<file path="config.mk">
export PLATFORM = sky130hd
export DESIGN_NAME = tmpl_coord
export DESIGN_NICKNAME = d
export VERILOG_FILES = /design/src/rtl/tmpl_pkg.sv /design/src/rtl/tmpl_coord.sv
export SDC_FILE = /design/constraint.sdc
export NUM_CORES = 1
export LEC_CHECK = 0
export ABC_AREA = 1
export BUFFER_PORTS_ARGS = -buffer_cell sky130_fd_sc_hd__buf_4
export CAP_MARGIN = 20
export CELL_PAD_IN_SITES_DETAIL_PLACEMENT = 1
export CELL_PAD_IN_SITES_GLOBAL_PLACEMENT = 2
export CORE_AREA = 5 5 68 116
export DETAILED_ROUTE_END_ITERATION = 10
export DIE_AREA = 0 0 73 121
export PLACE_DENSITY = 0.95
export SETUP_SLACK_MARGIN = 0.1
export SLEW_MARGIN = 20
export SYNTH_ARGS = -nofsm -noshare
export SYNTH_HDL_FRONTEND = slang
export SYNTH_SLANG_ARGS = --single-unit
</file>
<file path="constraint.sdc">
create_clock -name vclk -period 5.55
set_input_delay 0.2775 -clock vclk [all_inputs]
set_output_delay 0.2775 -clock vclk [all_outputs]
set_load 0.02 [all_outputs]
</file>
<file path="src/rtl/tmpl_pkg.sv">
// Package for the tiled map pixel lookup: store sizes, address widths,
// item codes and the coordinate decode record. No dependencies.
package tmpl_pkg;

    // Store sizes
    localparam int MAP_ENTRIES   = 16384;
    localparam int TILE_COUNT    = 1024;
    localparam int TILE_BYTES    = 64;
    localparam int PAL_DEPTH     = 256;
    localparam int TILE_STORE    = TILE_COUNT * TILE_BYTES;

    // Address widths
    localparam int MAP_AW        = $clog2(MAP_ENTRIES);
    localparam int TILE_NW       = $clog2(TILE_COUNT);
    localparam int TILE_AW       = $clog2(TILE_STORE);
    localparam int PAL_AW        = $clog2(PAL_DEPTH);

    // Field widths
    localparam int CMD_W         = 2;
    localparam int POS_W         = 16;
    localparam int ADDR_W        = 16;
    localparam int DATA_W        = 16;
    localparam int DIM_W         = 13;
    localparam int TNUM_W        = 10;
    localparam int PIX_W         = 8;
    localparam int COL_W         = 16;
    localparam int OFF_W         = 6;
    localparam int BLK_W         = 10;
    localparam int ENTRY_W       = 20;
    localparam int CFG_IDX_W     = 1;

    // Reset values of the configuration registers
    localparam logic [DIM_W-1:0] DIM_RESET = DIM_W'(256);

    // Configuration register indexes
    localparam logic [CFG_IDX_W-1:0] CFG_MAP_WIDTH  = 1'b0;
    localparam logic [CFG_IDX_W-1:0] CFG_MAP_HEIGHT = 1'b1;

    typedef enum logic [CMD_W-1:0] {
        CMD_LOOKUP  = 2'd0,
        CMD_WR_MAP  = 2'd1,
        CMD_WR_TILE = 2'd2,
        CMD_WR_PAL  = 2'd3
    } t_cmd;

    // Decoded lookup coordinates
    typedef struct packed {
        logic                in_range;
        logic                entry_ok;
        logic [MAP_AW-1:0]   map_addr;
        logic [OFF_W-1:0]    pix_off;
    } t_coord;

endpackage

</file>
<file path="src/rtl/tmpl_coord.sv">
// Coordinate decode for the tiled map pixel lookup: bounds check, map
// entry address and pixel offset within a tile. Depends on tmpl_pkg.
module tmpl_coord (
    input  logic [tmpl_pkg::POS_W-1:0]  i_pos_x,
    input  logic [tmpl_pkg::POS_W-1:0]  i_pos_y,
    input  logic [tmpl_pkg::DIM_W-1:0]  i_map_width,
    input  logic [tmpl_pkg::DIM_W-1:0]  i_map_height,
    output tmpl_pkg::t_coord            o_coord
);

    logic                          w_x_ok;
    logic                          w_y_ok;
    logic [tmpl_pkg::BLK_W-1:0]    w_row_base;
    logic [tmpl_pkg::BLK_W-1:0]    w_blk;
    logic [tmpl_pkg::ENTRY_W-1:0]  w_entry;

    // negative coordinates carry bit 15
    assign w_x_ok = !i_pos_x[tmpl_pkg::POS_W-1]
                 && (i_pos_x < tmpl_pkg::POS_W'(i_map_width));
    assign w_y_ok = !i_pos_y[tmpl_pkg::POS_W-1]
                 && (i_pos_y < tmpl_pkg::POS_W'(i_map_height));

    // block index: row of blocks times blocks per row, plus block column
    assign w_row_base = tmpl_pkg::BLK_W'(i_pos_y[12:8] * i_map_width[12:8]);
    assign w_blk      = w_row_base + tmpl_pkg::BLK_W'(i_pos_x[12:8]);
    assign w_entry    = {w_blk, i_pos_y[7:3], i_pos_x[7:3]};

    assign o_coord.in_range = w_x_ok && w_y_ok;
    assign o_coord.entry_ok = (w_entry < tmpl_pkg::ENTRY_W'(tmpl_pkg::MAP_ENTRIES));
    assign o_coord.map_addr = w_entry[tmpl_pkg::MAP_AW-1:0];
    assign o_coord.pix_off  = {i_pos_y[2:0], i_pos_x[2:0]};

endmodule

</file>
==> results.md, run 1 <==
* Crit. End Element: output pin
* Share of cells above drive strength 1 at roughly a quarter
* Post-CTS Setup Inserts at 0
* Hold_buf cts at 0
* Hpwl dp at 5.00 mm
* Hold Crit Start: i_pos_x[7]
* Synth top area cells: ha_1 29%, inv_1 17%, nand2_1 16%, fa_1 16%, buf_4 6.7%
* Sequential cell count at 0
* Core ar. at 0.00681 mm2
* Crit-path max FO at 6
* Setup WS pre-CTS at 1.86 ns
* RePlAce Congestion at 0.736
* First-pass GRT wire length at 9.07 mm
* Die ar. at around 0.0088 mm2
* Die Width at 73 um
* Post-Syn Area per Cell at 6.37 um2
* Post-synthesis adder-cell area fraction at approximately 45%
* Setup TNS at 0 ns
* Final WS setup at approximately 1.9 ns
* Sequential share of the synthesized area at 0%
* Share of the synthesized area in the top cell type at 29.5%
* Pin count of the biggest net entering global routing at 7
* Crit path launch type: input pin
* Largest family of logic cells by synthesized area: adder cells
* # diodes at 0
* Worst Path Buf+Inv at 6
* Routed WL per cell at 12.0 um
* Complex-gate fraction of the synthesized area at 5.12%
* FMAX at 272 MHz
* Hold path depth at 2
* Crit path max-delay family: adder cells
* Final period utilization at 66.2%
* Xor and xnor area share after synthesis at 0.491%
* Post-synthesis simple-gate area fraction at 25.5%
* Fill cell count at between 900 and 1k
* CP max-delay cell: fa_1
* PortBufs at 80
* Final ANT Viol Nets at 0
* Starting Density at a little over a quarter
* Slew @ Worst Pin at 0.223 ns
* Cell Chain, Critical Path: buf_4, nand2_1, inv_1, fa_1, inv_1, fa_1, fa_1, inv_1, ha_1, nand2_1, nand2_1, nand2_1, nand3_1, nand2_1, nand2_1, inv_1, nand2_1, nor2_1, buf_4
* Reg area at 0 um2
* Post-Syn Instances at between 200 and 300
* Clock buffers at 0
* Final setup fails at 0
* Worst Hold Class: in -> out
* GRT overflow at 0
* Slew margin rel. at a little under nine tenths
* Final WL at 5.12 mm
* Status: completed
* Pwr Density at around 130 mW/mm2
* CP Class: in -> out
* Synth unique cells at 19
* Synthesized cell area at 0.00178 mm2
* NumNets Final at 460
* VDD IR max at ~0.044 mV
* Area Growth Syn to Fin at 32.8%
* Pleak at 1.57 nW
* Drt drc at 0
* Hold Vio Cnt, Final at 0
* Critical Path RT at 5.27 ns
* Final min period at 3.67 ns
* Die height at 121 um
* Net count after synthesis at 394
* Drt first-iter violations at 25
* Number of global-route vias before repair at 2,165
* Drt pass-1 iters at 4
* Unrepaired setup endpoints after global routing: false
* Crit path arrival time at 3.40 ns
* Hold EP: o_coord[10]
* Row Count at 40
* Vias post-DR at ~1.9k
* Synth area leader: ha_1
* Cts repair resizes at 0
* Antenna violations before repair at 0
* Crit path top cell by count: nand2_1
* Mux contribution to synthesized area at 0%
* Synthesis Warnings at 0
* CP peak stage delay at between 0.5 and 0.6 ns
* MaxCap Viol Count at 0
* I/O pin count at 80
* Vias per std cell at 4.43
* Max-slew violations at 0
* All-Layer GR Usage at 12.4%
==> final cells by class <==
| class | instances | area (um2) | share of cell area (%) |
|---|---|---|---|
| Tap cell | 84 | 105 | 4.44 |
| Inverter | 81 | 304 | 12.8 |
| Multi-Input combinational cell | 183 | 1360 | 57.4 |
| Timing Repair Buffer | 80 | 601 | 25.3 |
==> cell usage after synthesis, drive strengths merged, types with 2 or more instances <==
library cell,instances
buf,16
nand2,77
nand3,7
fa,14
nand4,4
ha,42
inv,81
a21o,2
nor2,17
nor3,2
nand3b,2
a21oi,12
==> through the flow <==
stage	instance area (um2)	util, %	power (mW)	instances	hold slack [ns]
2_1_floorplan	1780	-	0.211	280	0.668
3_3_place_gp	2370	34.8	0.302	428	0.768
3_5_place_dp	2370	34.8	0.318	428	0.769
4_1_cts	2370	34.8	0.319	428	0.769
5_1_grt	2370	34.8	0.360	428	0.773
6_report	2370	34.8	0.310	428	0.767
==> layout by cell type, fill, tap and decap left out, drive strengths merged <==
master,n
a21o,2
a21oi,12
buf,80
fa,14
ha,42
inv,81
nand2,77
nand3,7
nand3b,2
nand4,4
nor2,17
nor3,2
nor4,1
o21ai,1
o21bai,1
xor2,1
==> kinds of logic after synthesis <==
family	Yosys count
and+or+nand+nor	110
buffers and inverters	97
adders and majority gates	56
AOI/OAI and AO/OA	16
xor gates and xnor gates	1
==> worst max path at each step <==
stage / endpoint / slack, ns / cells past startpoint / from
2_1_floorplan: o_coord[20] / 2.18 / 16 / i_map_width[12]
3_3_place_gp: o_coord[20] / 1.98 / 19 / i_map_width[12]
3_5_place_dp: o_coord[20] / 1.86 / 19 / i_map_width[12]
4_1_cts: o_coord[20] / 1.86 / 19 / i_map_width[12]
5_1_grt: o_coord[20] / 1.64 / 19 / i_map_width[12]
6_report: o_coord[20] / 1.88 / 19 / i_map_width[12]
==> power by group <==
group / total [mW] / internal [mW] / switching (mW)
Clock: 0 / 0 / 0
Sequential: 0 / 0 / 0
Combinational: 0.310 / 0.136 / 0.175
Total: 0.310 / 0.136 / 0.175
==> layer usage <==
layer  track usage (%)  part of all wire [%]  vias up
met1              10.7                    29      894
met3              1.33                   5.4        0
met4                 0                     0        0
li1                  -                     -      952
met2              28.9                    66       50
met5                 0                     0        -
Note: power is estimated with default switching activity, not from simulation.
==> inputs of run 2 (changes only) <==
- ABC_AREA: 1 -> 0
- CORE_AREA: 5 5 68 116 -> 5 5 70 120
- DIE_AREA: 0 0 73 121 -> 0 0 75 125
- PLACE_DENSITY: 0.95 -> 0.86
- clock period: 5.55 -> 3.3 ns (I/O delays scaled with it)
==> results.md, run 2 <==
* Vias per std cell at around 4.5
* Hold_buf cts at 0
* Synth top area cells: ha_1 32%, fa_1 17%, inv_1 11%, buf_4 7.3%, and2_1 5.3%
* Drt pass-1 iters at 2
* Die Width at 75 um
* Slew @ Worst Pin at 0.377 ns
* # diodes at 0
* Status: finished, violations left
* Cell Chain, Critical Path: buf_4, and2_4, fa_1, ha_1, inv_1, fa_1, buf_4, fa_1, nand2b_1, a21oi_2, or3_1, a21oi_2, nor4_4, buf_4
* Final WS setup at -0.175 ns
* NumNets Final at approximately 410
* Antenna violations before repair at 0
* Area Growth Syn to Fin at 52.2%
* Most common cell in the netlist: inv_1
* Hpwl dp at 4.71 mm
* Row Count at 42
* Pwr Density at 259 mW/mm2
* I/O pin count at 80
* Synth unique cells at 29
* Die ar. at 0.00938 mm2
* Final setup fails at 1
* RePlAce Congestion at 0.761
* Worst Hold Class: in -> out
* Pin count of the biggest net entering global routing at 8
* Core ar. at approximately 0.0074 mm2
* Crit path max-delay family: adder cells
* Pleak at around 1.4 nW
* Design area at 0.00249 mm2
* Most frequent cells in the layout: 93 x buf_4, 44 x inv_1, 39 x ha_1, 17 x nand2_1, 14 x fa_1
* Slew margin rel. at 74.7%
* Starting Density at between 20% and 30%
* Worst Path Buf+Inv at 4
* Commonest cells post-synth: 47 x inv_1, 42 x ha_1, 17 x nand2_1
* Routed WL per cell at 12.8 um
* Max-slew violations at 0
* Number of global-route vias before repair at 1,970
* All-Layer GR Usage at 11.0%
* Clock buffers at 0
* Synth area leader: ha_1
* Die height at 125 um
* Failing checks: setup timing
* Fill cell count at about 900
* Crit-path max FO at 5
* MaxCap Viol Count at 0
* FMAX at approximately 290 MHz
* Post-Place Cell Area at 0.00242 mm2
* Post-Syn Area per Cell at between 7 and 8 um2
* Drt drc at 0
* GRT overflow at 0
* Sequential cell count at 0
* Reg area at 0 um2
* Final min period at 3.48 ns
* Sequential share of the synthesized area at 0%
* Crit. End Element: output pin
* CP peak stage delay at 0.47 ns
* Share of the synthesized area in the top cell type at 32.1%
* VDD IR max at just under 0.08 mV
* Commonest non-fill, non-tap cell in the layout: buf_4
* Final period utilization at 105%
* Crit path launch type: input pin
* Share of cells above drive strength 1 at approximately two fifths
* Synthesized cell area at 0.00164 mm2
* Final WL at 4.91 mm
* Hold Vio Cnt, Final at 0
* First-pass GRT wire length at 8.51 mm
* Critical Path RT at 3.13 ns
* Net count after synthesis at 328
* CP max-delay cell: fa_1
* Tot Pwr at 0.646 mW
* Vias post-DR at 1,721
* Crit path arrival time at 3.31 ns
* CP Class: in -> out
* Post-Syn Instances at between 200 and 250
* Drt first-iter violations at 27
* Unrepaired setup endpoints after global routing: true
* Synthesis Warnings at 0
* Final ANT Viol Nets at 0
* PortBufs at 80
==> run 2: repair_timing <==
action / CTS / global route
setup endpoints to repair: 1 / 1
hold endpoints to repair: 0 / 0
cloned: 0 / 0
setup buffers: 1 / 0
resized for setup: 14 / 2
pin swaps: 10 / 2
==> run 2: final timing paths <==
kind     endpoint           start  cells past startpoint
max   o_coord[20]  i_map_width[9]                     14
min    o_coord[0]      i_pos_x[0]                      2
==> run 2: power by group <==
group,internal (mW),switching (mW)
registers,0,0
clock network,0,0
logic,0.316,0.330
total,0.316,0.330
==> run 2: per-layer routing <==
metal  GRT usage [%]  wire [um]
met1            10.9       1570
met2            23.1       3010
met3            1.61        283
met4           0.734         47
met5               0          0
==> run 2: cell families after synthesis <==
group	share of synthesized area (%)
buf+inv	18.3
simple gates	18.0
fa+ha+maj	49.2
compound gates	13.4
xor+xnor	1.07
==> run 2: cell type report <==
cell class	instances	area, um2	share of cell area (%)
Tap cell	88	110	4.41
Inverter	48	180	7.22
Multi-Input combinational cell	150	1450	58.1
Timing Repair Buffer	97	756	30.3
==> run 2: per-stage QoR <==
| step | hold WS, ns | std cells | utilization [%] | TNS, ns | worst slack, ns |
|---|---|---|---|---|---|
| final | 0.537 | 383 | 33.7 | -0.175 | -0.175 |
| after global routing | 0.543 | 383 | 33.7 | -0.364 | -0.364 |
| after detailed placement | 0.538 | 382 | 32.7 | -0.300 | -0.300 |
| after global placement | 0.535 | 382 | 32.7 | -0.193 | -0.193 |
| after CTS | 0.538 | 383 | 33.6 | -0.209 | -0.209 |
| after floorplan | 0.443 | 214 | - | 0 | 0.0330 |
==> inputs of run 3 (changes only) <==
- CORE_AREA: 5 5 70 120 -> 5 5 64 110
- DIE_AREA: 0 0 75 125 -> 0 0 69 115
- PLACE_DENSITY: 0.86 -> 0.95
- clock period: 3.3 -> 4.2 ns (I/O delays scaled with it)
==> results.md, run 3 (synthesis gave the netlist of run 2 again) <==
* Setup TNS at 0 ns
* Crit-path max FO at 6
* Drt first-iter violations at 8
* VDD IR max at between 0.04 and 0.05 mV
* Final setup fails at 0
* Slew margin rel. at 76.1%
* Most frequent cells in the layout: 80 x buf_4, 47 x inv_1, 42 x ha_1, 17 x nand2_1
* Die ar. at 0.00794 mm2
* Crit path launch type: input pin
* Unrepaired setup endpoints after global routing: false
* RePlAce Congestion at just over 0.7
* Critical Path RT at 3.99 ns
* Drt drc at 0
* Slew @ Worst Pin at between 0.3 and 0.4 ns
* Hold Vio Cnt, Final at 0
* Pwr Density at around 180 mW/mm2
* Vias post-DR at 1,639
* Vias per std cell at 4.58
* Status: completed
* Final period utilization at roughly nine tenths
* I/O pin count at 80
* Sequential cell count at 0
* Pin count of the biggest net entering global routing at 8
* Hold path depth at 2
* Cts repair resizes at 0
* PortBufs at 80
* Reg area at 0 um2
* Drt pass-1 iters at 2
* Post-CTS Setup Inserts at 0
* Final ANT Viol Nets at 0
* Routed WL per cell at roughly 12 um
* Max-slew violations at 0
* All-Layer GR Usage at 10.8%
* Crit. End Element: output pin
* CP Class: in -> out
* Die height at around 120 um
* Crit path arrival time at 3.63 ns
* Row Count at 38
* Hold_buf cts at 0
* Share of cells above drive strength 1 at 30.6%
* Clock buffers at 0
* Starting Density at 26.9%
* Area Growth Syn to Fin at 35.4%
* # diodes at 0
* NumNets Final at 394
* FMAX at 261 MHz
* Multi-input logic area at 0.00134 mm2
* MaxCap Viol Count at 0
* Commonest non-fill, non-tap cell in the layout: buf_4
* Final WL at 4.46 mm
* Design area at 0.00222 mm2
* Final min period at 3.84 ns
* Worst Hold Class: in -> out
* Post-layout util at a little over a third
* Post-Place Cell Area at about 0.0022 mm2
* Antenna violations before repair at 0
* Pleak at 1.29 nW
* Hold EP: o_coord[3]
* GRT overflow at 0
* Hpwl dp at 4.34 mm
* Core ar. at around 0.006 mm2
* Fill cell count at about 800
* First-pass GRT wire length at 7.34 mm
* Number of global-route vias before repair at about 1.7k
* Hold Crit Start: i_pos_y[0]
* Die Width at slightly below 70 um
[run 3: cell types whose count changed in the layout (fill, tap and decap cells not counted), sizes merged]
cell | previous run | this run
buf | 97 | 80
[run 3: report_power, final]
part | switching, mW | internal [mW]
clock network | 0 | 0
logic | 0.210 | 0.184
registers | 0 | 0
total | 0.210 | 0.184
[run 3: final cells by class]
| type | instances | area share (%) |
|---|---|---|
| multi-input combinational | 150 | 60.3 |
| inverter | 48 | 8.12 |
| tap | 80 | 4.51 |
| timing repair buffer | 80 | 27.1 |
[run 3: per-layer routing]
metal | vias to the layer above | track usage, % | part of all wire (%)
met5 | - | 0 | 0
met4 | 0 | 0.261 | 0.16
met3 | 2 | 1.57 | 5.5
met2 | 46 | 24.7 | 61
met1 | 780 | 10.1 | 33
li1 | 811 | - | -
[run 3: critical path, cell delays in order]
cell,delay [ns]
buf_4,0.13
and2_1,0.17
fa_1,0.53
inv_1,0.05
fa_1,0.50
fa_1,0.54
inv_1,0.04
ha_1,0.31
o21ai_1,0.14
a21oi_1,0.06
a2111oi_0,0.40
a21oi_1,0.11
nor4_2,0.26
buf_4,0.18
[run 3: worst max-delay path by stage]
stage	startpoint	to	slack [ns]	cells after the start
after floorplan	i_map_width[12]	o_coord[20]	0.54	12
after global placement	i_map_width[12]	o_coord[20]	0.40	14
after detailed placement	i_map_width[12]	o_coord[20]	0.32	14
after CTS	i_map_width[12]	o_coord[20]	0.32	14
after global routing	i_map_width[9]	o_coord[20]	0.18	15
final	i_map_width[12]	o_coord[20]	0.36	14
[run 3: metrics by stage]
| stage | power, mW | worst slack [ns] | std cells | hold WS, ns |
|---|---|---|---|---|
| final | 0.393 | 0.362 | 358 | 0.625 |
| after global routing | 0.449 | 0.184 | 358 | 0.629 |
| after CTS | 0.405 | 0.315 | 358 | 0.627 |
| after detailed placement | 0.401 | 0.321 | 358 | 0.627 |
| after global placement | 0.387 | 0.397 | 358 | 0.626 |
| after floorplan | 0.270 | 0.544 | 214 | 0.533 |
